--- src/rtl/core/gwol_pkg.sv ---
// Package for the workgroup occupancy limit block.
// Holds the beat types, status and register codes, flag positions and target decode.
// No dependencies.
`timescale 1ns / 1ps

package gwol_pkg;

  localparam int unsigned DivNumW = 11;
  localparam int unsigned DivDenW = 12;
  localparam int unsigned DivQuoW = 8;

  localparam int unsigned FlWave32   = 0;
  localparam int unsigned FlWgp      = 1;
  localparam int unsigned FlTrap     = 2;
  localparam int unsigned FlDyn12    = 3;
  localparam int unsigned FlDyn125   = 4;
  localparam int unsigned FlTgSplit  = 5;
  localparam int unsigned FlLaunchG  = 6;
  localparam int unsigned FlNamedBar = 7;
  localparam int unsigned FlSharedV  = 8;
  localparam int unsigned FlCluster  = 9;
  localparam int unsigned FlNoDesc   = 10;

  typedef enum logic [1:0] {
    StOk      = 2'd0,
    StUnsup   = 2'd1,
    StInvalid = 2'd2,
    StRange   = 2'd3
  } status_e;

  typedef enum logic [2:0] {
    CfgGfxMajor      = 3'd0,
    CfgGfxMinor      = 3'd1,
    CfgGfxStepping   = 3'd2,
    CfgTargetExact   = 3'd3,
    CfgSimdsPerCu    = 3'd4,
    CfgMaxWavesPerCu = 3'd5,
    CfgMaxDynamicLds = 3'd6
  } cfg_idx_e;

  typedef enum logic [1:0] {
    VcOne       = 2'd0,
    VcHalf      = 2'd1,
    VcThird     = 2'd2,
    VcTwoThirds = 2'd3
  } vcode_e;

  typedef enum logic [1:0] {
    LgSmall = 2'd0,
    LgMid   = 2'd1,
    LgBig   = 2'd2
  } lgran_e;

  typedef struct packed {
    logic [10:0] wg_size_x;
    logic [10:0] wg_size_y;
    logic [10:0] wg_size_z;
    logic [31:0] dynamic_lds_bytes;
    logic [31:0] fixed_lds_bytes;
    logic [5:0]  vgpr_blocks;
    logic [3:0]  sgpr_blocks;
    logic [10:0] feature_flags;
  } req_t;

  typedef struct packed {
    status_e     status;
    logic [15:0] max_workgroups;
  } res_t;

  function automatic logic target_known(logic [3:0] ma, logic [3:0] mi, logic [3:0] st);
    logic ok;
    ok = 1'b0;
    unique case (ma)
      4'd9: begin
        if (mi == 4'd0) begin
          ok = (st == 4'd0) || (st == 4'd2) || (st == 4'd4) || (st == 4'd6) ||
               (st == 4'd8) || (st == 4'd9) || (st == 4'd10) || (st == 4'd12);
        end else if (mi == 4'd4) begin
          ok = (st <= 4'd2);
        end else if (mi == 4'd5) begin
          ok = (st == 4'd0);
        end
      end
      4'd10: ok = ((mi == 4'd1) && (st <= 4'd3)) || ((mi == 4'd3) && (st <= 4'd6));
      4'd11: ok = ((mi == 4'd0) && (st <= 4'd3)) || ((mi == 4'd5) && (st <= 4'd3)) ||
                  ((mi == 4'd7) && (st <= 4'd2));
      4'd12: ok = ((mi == 4'd0) || (mi == 4'd5)) && (st <= 4'd1);
      default: ok = 1'b0;
    endcase
    return ok;
  endfunction

  function automatic logic big_vreg_file(logic [3:0] ma, logic [3:0] mi, logic [3:0] st);
    logic big;
    big = ((ma == 4'd12) && (mi == 4'd0)) ||
          ((ma == 4'd11) && (((mi == 4'd0) && (st <= 4'd1)) || ((mi == 4'd5) && (st == 4'd1))));
    return big;
  endfunction

endpackage

--- src/rtl/core/gwol_div.sv ---
// Pipelined restoring divider with a saturating quotient, one quotient bit per stage.
// Depends on gwol_pkg for its default widths.
`timescale 1ns / 1ps

module gwol_div #(
  parameter int unsigned NumW = gwol_pkg::DivNumW,
  parameter int unsigned DenW = gwol_pkg::DivDenW,
  parameter int unsigned QuoW = gwol_pkg::DivQuoW
) (
  input  logic            clk_i,
  input  logic [NumW-1:0] num_i,
  input  logic [DenW-1:0] den_i,
  output logic [QuoW-1:0] quo_o
);

  localparam int unsigned TrialW = DenW + QuoW;

  logic [NumW-1:0] rem_q [QuoW];
  logic [DenW-1:0] den_q [QuoW];
  logic [QuoW-1:0] quo_q [QuoW];
  logic            sat_q [QuoW];

  for (genvar k = 0; k < QuoW; k++) begin : g_step
    localparam int unsigned Bit = QuoW - 1 - k;
    logic [NumW-1:0]   rem_in;
    logic [DenW-1:0]   den_in;
    logic [QuoW-1:0]   quo_in;
    logic              sat_in;
    logic [TrialW-1:0] trial;
    logic              take;

    if (k == 0) begin : g_first
      assign rem_in = num_i;
      assign den_in = den_i;
      assign quo_in = '0;
      assign sat_in = TrialW'(num_i) >= (TrialW'(den_i) << QuoW);
    end else begin : g_next
      assign rem_in = rem_q[k-1];
      assign den_in = den_q[k-1];
      assign quo_in = quo_q[k-1];
      assign sat_in = sat_q[k-1];
    end

    assign trial = TrialW'(den_in) << Bit;
    assign take  = !sat_in && (TrialW'(rem_in) >= trial);

    always_ff @(posedge clk_i) begin
      rem_q[k] <= take ? NumW'(TrialW'(rem_in) - trial) : rem_in;
      den_q[k] <= den_in;
      sat_q[k] <= sat_in;
      quo_q[k] <= quo_in | (take ? (QuoW'(1) << Bit) : QuoW'(0));
    end
  end

  assign quo_o = sat_q[QuoW-1] ? '1 : quo_q[QuoW-1];

endmodule

--- src/rtl/core/gpu_workgroup_occupancy_limit.sv ---
// Top level of the workgroup occupancy limit block: configuration registers and pipeline.
// Depends on gwol_pkg and gwol_div.
//
// Channel   Direction  Handshake                      Beat
// cfg       in         cfg_valid_i / cfg_ready_o      cfg_index_i, cfg_data_i
// request   in         start_i while busy_o is low    req_i (gwol_pkg::req_t)
// result    out        res_valid_o strobe, one cycle  res_o (gwol_pkg::res_t)
//
// A request is taken in every cycle; busy_o stays low.
// Each result passes through two decode stages, an eight-stage divider bank for the
// resource limits, one merge stage, an eight-stage divider for the wave limit, and
// the output register. Reset clears the valid bits and the configuration registers.
`timescale 1ns / 1ps

module gpu_workgroup_occupancy_limit (
  input  logic           clk_i,
  input  logic           rst_ni,
  input  logic           cfg_valid_i,
  output logic           cfg_ready_o,
  input  logic [2:0]     cfg_index_i,
  input  logic [31:0]    cfg_data_i,
  input  logic           start_i,
  output logic           busy_o,
  input  gwol_pkg::req_t req_i,
  output logic           res_valid_o,
  output gwol_pkg::res_t res_o
);

  import gwol_pkg::*;

  localparam int unsigned Latency = 2 * DivQuoW + 4;

  typedef struct packed {
    status_e     status;
    logic [21:0] p1;
    logic [10:0] wz;
    logic [32:0] req_sum;
    logic        lds_over;
    logic        req_zero;
    logic [18:0] lds_bytes;
    logic [8:0]  lds_num;
    lgran_e      gran;
    logic [7:0]  vnum;
    logic [6:0]  vden;
    logic [7:0]  sa;
    logic        sregs_en;
    logic        dynv;
    logic [5:0]  bars;
    logic        wave64;
    logic        cus2;
  } s1_t;

  typedef struct packed {
    status_e     status;
    logic [32:0] p;
    logic [11:0] lds_den;
    logic [8:0]  lds_num;
    logic        lds_over;
    logic        req_zero;
    logic [7:0]  vnum;
    logic [6:0]  vden;
    logic [7:0]  sa;
    logic        sregs_en;
    logic        dynv;
    logic [5:0]  bars;
    logic        wave64;
    logic        cus2;
  } s2_t;

  typedef struct packed {
    status_e     status;
    logic [7:0]  bars_lim;
    logic [11:0] wden;
    logic        lds_over;
    logic        req_zero;
    logic        sregs_en;
    logic        dynv;
    logic        cus2;
  } sb1_t;

  typedef struct packed {
    status_e     status;
    logic [10:0] mnum;
    logic [11:0] wden;
    logic [7:0]  other;
  } s4_t;

  typedef struct packed {
    status_e    status;
    logic [7:0] other;
  } sb2_t;

  logic [3:0]  gfx_major_q, gfx_minor_q, gfx_stepping_q, simds_q;
  logic        exact_q;
  logic [6:0]  max_waves_q;
  logic [31:0] max_dyn_q;

  s1_t  s1_d, s1_q;
  s2_t  s2_d, s2_q;
  sb1_t sb1_d;
  sb1_t sb1_q [DivQuoW];
  s4_t  s4_d, s4_q;
  sb2_t sb2_q [DivQuoW];
  res_t res_d, res_q;
  logic s1_valid_q, s2_valid_q, s4_valid_q, res_valid_q;
  logic [DivQuoW-1:0] v1_q, v2_q;

  logic [DivQuoW-1:0] lds_quo, vreg_quo, sreg_quo, wps_quo, wave_quo;

  assign cfg_ready_o = 1'b1;
  assign busy_o      = 1'b0;

  always_ff @(posedge clk_i or negedge rst_ni) begin
    if (!rst_ni) begin
      gfx_major_q    <= '0;
      gfx_minor_q    <= '0;
      gfx_stepping_q <= '0;
      exact_q        <= 1'b0;
      simds_q        <= '0;
      max_waves_q    <= '0;
      max_dyn_q      <= '0;
    end else if (cfg_valid_i) begin
      unique case (cfg_index_i)
        CfgGfxMajor:      gfx_major_q    <= cfg_data_i[3:0];
        CfgGfxMinor:      gfx_minor_q    <= cfg_data_i[3:0];
        CfgGfxStepping:   gfx_stepping_q <= cfg_data_i[3:0];
        CfgTargetExact:   exact_q        <= cfg_data_i[0];
        CfgSimdsPerCu:    simds_q        <= cfg_data_i[3:0];
        CfgMaxWavesPerCu: max_waves_q    <= cfg_data_i[6:0];
        CfgMaxDynamicLds: max_dyn_q      <= cfg_data_i;
        default: ;
      endcase
    end
  end

  // Stage 1: status decode, profile selection and register allocation sizes.
  always_comb begin
    logic [10:0] fl;
    logic        w32, wgp, f512, big, unsup;
    logic [6:0]  vm;
    logic [7:0]  t3;
    logic [4:0]  sb1;
    vcode_e      vc;

    fl    = req_i.feature_flags;
    w32   = fl[FlWave32];
    wgp   = fl[FlWgp];
    big   = big_vreg_file(gfx_major_q, gfx_minor_q, gfx_stepping_q);
    f512  = ((gfx_minor_q == 4'd0) && (gfx_stepping_q == 4'd10)) ||
            (gfx_minor_q == 4'd4) || (gfx_minor_q == 4'd5);
    unsup = 1'b0;
    vc    = VcOne;

    s1_d          = '0;
    s1_d.p1       = 22'(req_i.wg_size_x) * 22'(req_i.wg_size_y);
    s1_d.wz       = req_i.wg_size_z;
    s1_d.req_sum  = 33'(req_i.dynamic_lds_bytes) + 33'(req_i.fixed_lds_bytes);
    s1_d.req_zero = (s1_d.req_sum == 33'd0);
    s1_d.lds_over = req_i.dynamic_lds_bytes > max_dyn_q;

    if (gfx_major_q == 4'd9) begin
      unsup         = w32 || (f512 && fl[FlTgSplit]);
      s1_d.wave64   = 1'b1;
      s1_d.cus2     = 1'b0;
      s1_d.lds_num  = 9'd128;
      s1_d.gran     = (gfx_minor_q == 4'd5) ? LgMid : LgSmall;
      s1_d.lds_bytes = (gfx_minor_q == 4'd5) ? 19'd163840 : 19'd65536;
      s1_d.vnum     = 8'd64;
      vc            = VcOne;
      s1_d.bars     = 6'd16;
      s1_d.sregs_en = 1'b1;
      s1_d.dynv     = 1'b0;
    end else if ((gfx_major_q == 4'd12) && (gfx_minor_q == 4'd5)) begin
      unsup         = !w32 || wgp || fl[FlLaunchG] || fl[FlNamedBar];
      s1_d.wave64   = 1'b0;
      s1_d.cus2     = 1'b1;
      s1_d.lds_num  = 9'd160;
      s1_d.gran     = LgBig;
      s1_d.lds_bytes = 19'd327680;
      s1_d.vnum     = 8'd64;
      vc            = VcTwoThirds;
      s1_d.bars     = 6'd16;
      s1_d.sregs_en = 1'b0;
      s1_d.dynv     = fl[FlDyn125];
    end else begin
      unsup         = ((gfx_major_q <= 4'd11) && fl[FlSharedV]) ||
                      ((gfx_major_q == 4'd12) && fl[FlLaunchG]);
      s1_d.wave64   = !w32;
      s1_d.cus2     = wgp;
      s1_d.lds_num  = wgp ? 9'd256 : 9'd128;
      s1_d.gran     = LgSmall;
      s1_d.lds_bytes = wgp ? 19'd131072 : 19'd65536;
      if ((gfx_major_q == 4'd10) && (gfx_minor_q == 4'd1)) begin
        s1_d.vnum = 8'd128;
        vc        = VcOne;
      end else if (big) begin
        s1_d.vnum = 8'd64;
        vc        = VcThird;
      end else begin
        s1_d.vnum = 8'd64;
        vc        = VcHalf;
      end
      s1_d.bars     = wgp ? 6'd32 : 6'd16;
      s1_d.sregs_en = 1'b0;
      s1_d.dynv     = (gfx_major_q == 4'd12) && fl[FlDyn12];
    end

    vm = {1'b0, req_i.vgpr_blocks} + 7'd1;
    t3 = '0;
    unique case (vc)
      VcOne:  s1_d.vden = vm;
      VcHalf: s1_d.vden = 7'((8'(vm) + 8'd1) >> 1);
      VcThird: begin
        t3        = 8'(vm) + 8'd2;
        s1_d.vden = 7'((16'(t3) * 16'd171) >> 9);
      end
      VcTwoThirds: begin
        t3        = {vm, 1'b0} + 8'd2;
        s1_d.vden = 7'((16'(t3) * 16'd171) >> 9);
      end
      default: s1_d.vden = vm;
    endcase

    sb1     = {1'b0, req_i.sgpr_blocks} + 5'd1;
    s1_d.sa = (8'((6'(sb1) + 6'd1) >> 1) << 4) + (fl[FlTrap] ? 8'd16 : 8'd0);

    priority if ((req_i.wg_size_x == 11'd0) || (req_i.wg_size_y == 11'd0) ||
                 (req_i.wg_size_z == 11'd0)) begin
      s1_d.status = StInvalid;
    end else if (fl[FlNoDesc]) begin
      s1_d.status = StUnsup;
    end else if (!exact_q || !target_known(gfx_major_q, gfx_minor_q, gfx_stepping_q)) begin
      s1_d.status = StUnsup;
    end else if (unsup || fl[FlCluster]) begin
      s1_d.status = StUnsup;
    end else begin
      s1_d.status = StOk;
    end
  end

  // Stage 2: invocation count and local memory granule count.
  always_comb begin
    logic [18:0] req19;
    logic [10:0] r256;
    logic [11:0] kd;

    req19 = s1_q.req_sum[18:0];
    r256  = 11'((20'(req19) + 20'd255) >> 8);
    unique case (s1_q.gran)
      LgSmall: kd = 12'((20'(req19) + 20'd511) >> 9);
      LgMid:   kd = 12'(((25'(r256) + 25'd4) * 25'd13108) >> 16);
      LgBig:   kd = 12'((20'(req19) + 20'd2047) >> 11);
      default: kd = '1;
    endcase

    s2_d          = '0;
    s2_d.status   = s1_q.status;
    s2_d.p        = 33'(s1_q.p1) * 33'(s1_q.wz);
    s2_d.lds_den  = (s1_q.req_sum > 33'(s1_q.lds_bytes)) ? 12'h800 : kd;
    s2_d.lds_num  = s1_q.lds_num;
    s2_d.lds_over = s1_q.lds_over;
    s2_d.req_zero = s1_q.req_zero;
    s2_d.vnum     = s1_q.vnum;
    s2_d.vden     = s1_q.vden;
    s2_d.sa       = s1_q.sa;
    s2_d.sregs_en = s1_q.sregs_en;
    s2_d.dynv     = s1_q.dynv;
    s2_d.bars     = s1_q.bars;
    s2_d.wave64   = s1_q.wave64;
    s2_d.cus2     = s1_q.cus2;
  end

  always_comb begin
    logic [27:0] waves;

    waves = s2_q.wave64 ? 28'((s2_q.p + 33'd63) >> 6) : 28'((s2_q.p + 33'd31) >> 5);
    sb1_d          = '0;
    sb1_d.status   = s2_q.status;
    sb1_d.bars_lim = (waves > 28'd1) ? 8'(s2_q.bars) : 8'hFF;
    sb1_d.wden     = (waves >= 28'h800) ? 12'h800 : waves[11:0];
    sb1_d.lds_over = s2_q.lds_over;
    sb1_d.req_zero = s2_q.req_zero;
    sb1_d.sregs_en = s2_q.sregs_en;
    sb1_d.dynv     = s2_q.dynv;
    sb1_d.cus2     = s2_q.cus2;
  end

  gwol_div #(.NumW(DivNumW), .DenW(DivDenW), .QuoW(DivQuoW)) u_div_lds (
    .clk_i (clk_i),
    .num_i (DivNumW'(s2_q.lds_num)),
    .den_i (s2_q.lds_den),
    .quo_o (lds_quo)
  );

  gwol_div #(.NumW(DivNumW), .DenW(DivDenW), .QuoW(DivQuoW)) u_div_vreg (
    .clk_i (clk_i),
    .num_i (DivNumW'(s2_q.vnum)),
    .den_i (DivDenW'(s2_q.vden)),
    .quo_o (vreg_quo)
  );

  gwol_div #(.NumW(DivNumW), .DenW(DivDenW), .QuoW(DivQuoW)) u_div_sreg (
    .clk_i (clk_i),
    .num_i (DivNumW'(800)),
    .den_i (DivDenW'(s2_q.sa)),
    .quo_o (sreg_quo)
  );

  gwol_div #(.NumW(DivNumW), .DenW(DivDenW), .QuoW(DivQuoW)) u_div_wps (
    .clk_i (clk_i),
    .num_i (DivNumW'(max_waves_q)),
    .den_i (DivDenW'(simds_q)),
    .quo_o (wps_quo)
  );

  // Merge: per-SIMD wave budget, SIMD consistency and the non-wave limits.
  always_comb begin
    sb1_t        sb;
    logic [DivQuoW-1:0] vl, sl, m, lds_lim;
    logic [4:0]  sd;
    logic [12:0] mprod;
    logic        sim_bad;

    sb      = sb1_q[DivQuoW-1];
    vl      = (sb.dynv || (wps_quo <= vreg_quo)) ? wps_quo : vreg_quo;
    sl      = (sb.sregs_en && (sreg_quo < wps_quo)) ? sreg_quo : wps_quo;
    m       = (vl <= sl) ? vl : sl;
    sd      = sb.cus2 ? {simds_q, 1'b0} : 5'(simds_q);
    mprod   = 13'(m) * 13'(sd);
    sim_bad = (simds_q == 4'd0) || (max_waves_q == 7'd0) ||
              ((12'(wps_quo) * 12'(simds_q)) != 12'(max_waves_q));
    lds_lim = sb.lds_over ? '0 : (sb.req_zero ? '1 : lds_quo);

    s4_d        = '0;
    s4_d.status = sim_bad ? StUnsup : sb.status;
    s4_d.mnum   = mprod[10:0];
    s4_d.wden   = sb.wden;
    s4_d.other  = (sb.bars_lim <= lds_lim) ? sb.bars_lim : lds_lim;
  end

  gwol_div #(.NumW(DivNumW), .DenW(DivDenW), .QuoW(DivQuoW)) u_div_wave (
    .clk_i (clk_i),
    .num_i (s4_q.mnum),
    .den_i (s4_q.wden),
    .quo_o (wave_quo)
  );

  always_comb begin
    sb2_t       sb;
    logic [7:0] lim;

    sb    = sb2_q[DivQuoW-1];
    lim   = (wave_quo <= sb.other) ? wave_quo : sb.other;
    res_d = '0;
    res_d.status         = sb.status;
    res_d.max_workgroups = (sb.status == StOk) ? 16'(lim) : 16'd0;
  end

  always_ff @(posedge clk_i) begin
    s1_q     <= s1_d;
    s2_q     <= s2_d;
    sb1_q[0] <= sb1_d;
    s4_q     <= s4_d;
    sb2_q[0] <= '{status: s4_q.status, other: s4_q.other};
    res_q    <= res_d;
    for (int i = 1; i < DivQuoW; i++) begin
      sb1_q[i] <= sb1_q[i-1];
      sb2_q[i] <= sb2_q[i-1];
    end
  end

  always_ff @(posedge clk_i or negedge rst_ni) begin
    if (!rst_ni) begin
      s1_valid_q  <= 1'b0;
      s2_valid_q  <= 1'b0;
      v1_q        <= '0;
      s4_valid_q  <= 1'b0;
      v2_q        <= '0;
      res_valid_q <= 1'b0;
    end else begin
      s1_valid_q  <= start_i && !busy_o;
      s2_valid_q  <= s1_valid_q;
      v1_q        <= {v1_q[DivQuoW-2:0], s2_valid_q};
      s4_valid_q  <= v1_q[DivQuoW-1];
      v2_q        <= {v2_q[DivQuoW-2:0], s4_valid_q};
      res_valid_q <= v2_q[DivQuoW-1];
    end
  end

  assign res_valid_o = res_valid_q;
  assign res_o       = res_q;

  a_res_follows_start: assert property (@(posedge clk_i) disable iff (!rst_ni)
    res_valid_o |-> $past(start_i, Latency))
    else $error("result beat without a request beat at the pipeline latency");

  a_err_zero_count: assert property (@(posedge clk_i) disable iff (!rst_ni)
    (res_valid_o && (res_o.status != StOk)) |-> (res_o.max_workgroups == 16'd0))
    else $error("error status with a nonzero workgroup count");

  a_no_range_status: assert property (@(posedge clk_i) disable iff (!rst_ni)
    res_valid_o |-> (res_o.status != StRange))
    else $error("out of range status produced");

  a_count_bound: assert property (@(posedge clk_i) disable iff (!rst_ni)
    (res_valid_o && (res_o.status == StOk)) |-> (res_o.max_workgroups <= 16'd254))
    else $error("workgroup count above the wave slot bound");

endmodule

--- config.mk ---
export PLATFORM = sky130hd
export DESIGN_NAME = gpu_workgroup_occupancy_limit
export DESIGN_NICKNAME = d
export VERILOG_FILES = /design/src/rtl/core/gwol_pkg.sv /design/src/rtl/core/gwol_div.sv /design/src/rtl/core/gpu_workgroup_occupancy_limit.sv
export SDC_FILE = /design/constraint.sdc
export NUM_CORES = 2
export LEC_CHECK = 0
export ABC_AREA = 1
export BUFFER_PORTS_ARGS = -buffer_cell sky130_fd_sc_hd__buf_2
export CAP_MARGIN = 40
export CELL_PAD_IN_SITES_DETAIL_PLACEMENT = 0
export CELL_PAD_IN_SITES_GLOBAL_PLACEMENT = 1
export CORE_MARGIN = 2
export CORE_UTILIZATION = 40
export CTS_CLUSTER_DIAMETER = 100
export DETAILED_ROUTE_END_ITERATION = 10
export PLACE_DENSITY = 0.66
export SLEW_MARGIN = 20
export SYNTH_ARGS = -nofsm -noshare
export SYNTH_HDL_FRONTEND = slang
export SYNTH_SLANG_ARGS = --single-unit
--- constraint.sdc ---
create_clock -name clk_i -period 17.8 [get_ports clk_i]
set_input_delay 0.89 -clock clk_i [delete_from_list [all_inputs] [get_ports clk_i]]
set_output_delay 0.89 -clock clk_i [all_outputs]
set_load 0.01 [all_outputs]
==> flow_metrics.py <==
metrics = {
    "drt": {
        "routedWlPerCell_um": 14.1,
        "via_per_inst": 4.61,
        "drtIter0Drc": 1950,
        "vias": 45200,
        "drc": 0,
        "drtPass1Iterations": 7,
        "drt-total-wl_mm": 139,
        "antenna_left": 0,
    },
    "yosys": {
        "ys_seq_elements": 1306,
        "synth-compound-area-share_pct": 7.81,
        "synth_area_um2": 64900,
        "synth_ff_type": "dfxtp_1",
        "yosys.area.top_type": "dfxtp_1",
        "synth_edf_count": 0,
        "ys_seq_area_share_pct": 40.9,
        "synthCells": 7304,
        "synth_top_area_share_pct": 37.9,
        "synth_top_family_by_area": "adder cells",
        "synthAdderAreaFrac_pct": 24.2,
        "synthTopCellsByCount": "nand2_1, inv_1, dfxtp_1",
        "synth.avg_cell_area_um2": 8.89,
        "synth_area_leaders": "dfxtp_1, ha_1, fa_1",
        "synthMuxAreaShare_pct": 0,
        "synth_most_common_cell": "nand2_1",
        "yosysUniqueCellTypes": 67,
        "synthXorXnorAreaFrac_pct": 3.21,
        "synthArstFlopShare_pct": 5.82,
        "yosys_warnings": 0,
        "yosys.area_share.simple_pct": 15.2,
    },
    "cells_and_area": {
        "final_nets": 8716,
        "syn_to_final_growth_pct": 13.0,
        "final_layout_size_suffix_gt1_share_pct": 6.99,
        "fillCellCount": 15700,
    },
    "cts": {
        "clockRootBuffer": "clkbuf_16",
        "cts_sinks": 1306,
        "clkTransAtPathRegs_ns": 0.06,
        "cts_hold_buf": 0,
        "h-tree-depth": 4,
        "post_cts_buffers": 0,
        "cts_tree": "yes",
        "numCtsBuffers": 139,
        "cts_resized": 0,
        "clockBufferDepth": 3,
        "clkLatencyLatePin_ns": 0.75,
    },
    "die": {
        "die_x_um": 407,
        "die_h_um": 407,
        "start_util_pct": 40.4,
        "die-area_um2": 165000,
        "placementRows": 147,
        "core_um2": 161000,
        "ios": 178,
    },
    "timing": {
        "tns_ns": 0,
        "tightest_slew_ns": 0.758,
        "setup_viol": 0,
        "slew_headroom_pct": 49.1,
        "max_freq_ghz": 0.125,
        "drv_slew": 0,
        "min_period_over_period_pct": 44.9,
        "rsz0062_at_grt": "no",
        "layout_min_cycle_time_ns": 8.00,
        "skew_ns": 0.0273,
        "hold_violations": 0,
    },
    "placed_design": {
        "portBuffers": 166,
        "routabilityCongestion": 0.862,
        "dp_hpwl_mm": 112,
    },
    "critical_path": {
        "crit_path_end_kind": "flop",
        "crit_path_max_incr_delay_ns": 0.56,
        "critPathLaunch": "u_div_wps.sat_q[1][3]",
        "start_kind": "flop",
        "cp_max_fo": 14,
        "critical_path_arrival_ns": 8.64,
        "endpoint": "s4_q[30]",
        "crit_required_ns": 18.45,
        "r2r_cells": 34,
        "worst_path_most_repeated_cell": "inv_1",
        "slowest_stage": "o21ai_0",
        "r2r_start": "u_div_wps.sat_q[1][3]",
        "critPathKind": "flop to flop",
        "r2r-end": "s4_q[30]",
        "r2r_slack_ns": 9.80,
    },
    "hold_path": {
        "min_path_type": "primary input to asynchronous set/reset pin",
    },
    "global_route": {
        "antenna_found_initial": 1,
        "grt_use_total_pct": 17.2,
        "grt_pass1_vias": 46600,
        "grt_first_pass_wirelength_mm": 231,
        "grt_max_degree": 45,
        "grt-ovfl-total": 0,
    },
    "flow_run": {
        "drv_cap": 0,
    },
    "status": {
        "status": "complete, no violations",
    },
}
[routing by layer]
layer | track usage (%) | wire, um
met5 | 0 | 0
met4 | 4.82 | 3310
met3 | 2.61 | 4670
met2 | 31.3 | 68800
met1 | 20.9 | 61800
[layout by cell type (no fill, tap or decap), types with 19 or more instances in the layout]
| cell | count |
|---|---|
| xor2_1 | 167 |
| or2_2 | 35 |
| nor2_1 | 450 |
| xnor2_1 | 71 |
| ha_1 | 654 |
| nand3_1 | 182 |
| nand3b_1 | 20 |
| nor2_2 | 23 |
| a31oi_1 | 24 |
| o211ai_1 | 20 |
| nand4_1 | 74 |
| nand2_1 | 1362 |
| clkbuf_16 | 143 |
| inv_1 | 1333 |
| o21bai_1 | 19 |
| a21o_1 | 21 |
| nor4_1 | 54 |
| clkinv_2 | 19 |
| clkbuf_8 | 24 |
| a211oi_1 | 25 |
| buf_2 | 167 |
| nor3_1 | 84 |
| conb_1 | 21 |
| fa_1 | 377 |
| a21oi_1 | 333 |
| dfxtp_1 | 1230 |
| o21ai_0 | 390 |
| dfrtp_1 | 76 |
[kinds of logic (layout without fill, tap and decap cells)]
kind of cell / count (synthesis) / count (layout)
adder cells (fa/ha/maj): 1031 / 1031
AND/OR/NAND/NOR: 2337 / 2337
XOR/XNOR: 238 / 238
buffers and inverters: 1473 / 1794
AO/OA/AOI/OAI: 917 / 917
flip-flops: 1306 / 1306
other: 2 / 23
[how the worst min path moves through the flow]
stage	cells past startpoint	to
detailed placement	0	u_div_wps.quo_q[1][28]
global placement	0	sb1_q[0][2]
finish	1	v1_q[0]
floorplan	0	s2_q[0]
global route	1	v1_q[0]
CTS	1	max_dyn_q[21]
[final cells by class]
type                       count  area [um^2]  share of cell area, %
multi-input combinational   4544        32800                   44.8
sequential                  1306        26500                   36.2
inverter                    1353         5080                   6.93
clock buffer                 183         3970                   5.41
tap                         2160         2700                   3.69
clock inverter                74         1150                   1.57
timing repair buffer         184         1040                   1.42
antenna                        2         5.00                0.00683
[through the flow]
| stage | util (%) | setup WS (ns) | cells | hold WS [ns] | instance area (um^2) |
|---|---|---|---|---|---|
| 3_5_place_dp | 42.4 | 9.78 | 9547 | 0.312 | 68200 |
| 6_report | 45.6 | 9.80 | 9806 | 0.0940 | 73300 |
| 2_1_floorplan | - | 11.20 | 7323 | 0.310 | 65000 |
| 4_1_cts | 45.6 | 9.72 | 9804 | 0.0395 | 73300 |
| 3_3_place_gp | 42.3 | 9.73 | 9532 | 0.310 | 68000 |
| 5_1_grt | 45.6 | 8.89 | 9804 | 0.0862 | 73300 |
[registers in the layout, summed over array words and instances, names as in the netlist, 49 cells and up]
signal and cells:
s1_q 93, s2_q 69, sb1_q 184, sb2_q 80
u_div_lds.den_q 84, u_div_lds.rem_q 51, u_div_vreg.den_q 49, u_div_vreg.rem_q 50
u_div_wave.den_q 84, u_div_wave.rem_q 77, u_div_wps.rem_q 77
[worst max-delay path: cells and delay by family, from the launching register on]
kind                       cells  cell delay [ns]
adders and majority gates      6             2.62
buffers and inverters          6             0.85
DFF                            1             0.49
AOI/OAI and AO/OA              7             1.74
and+or+nand+nor               15             2.17
Power is left out: the tool's default activity adds up to more than one toggle a clock period on the data nets, which glitch-free logic cannot reach.
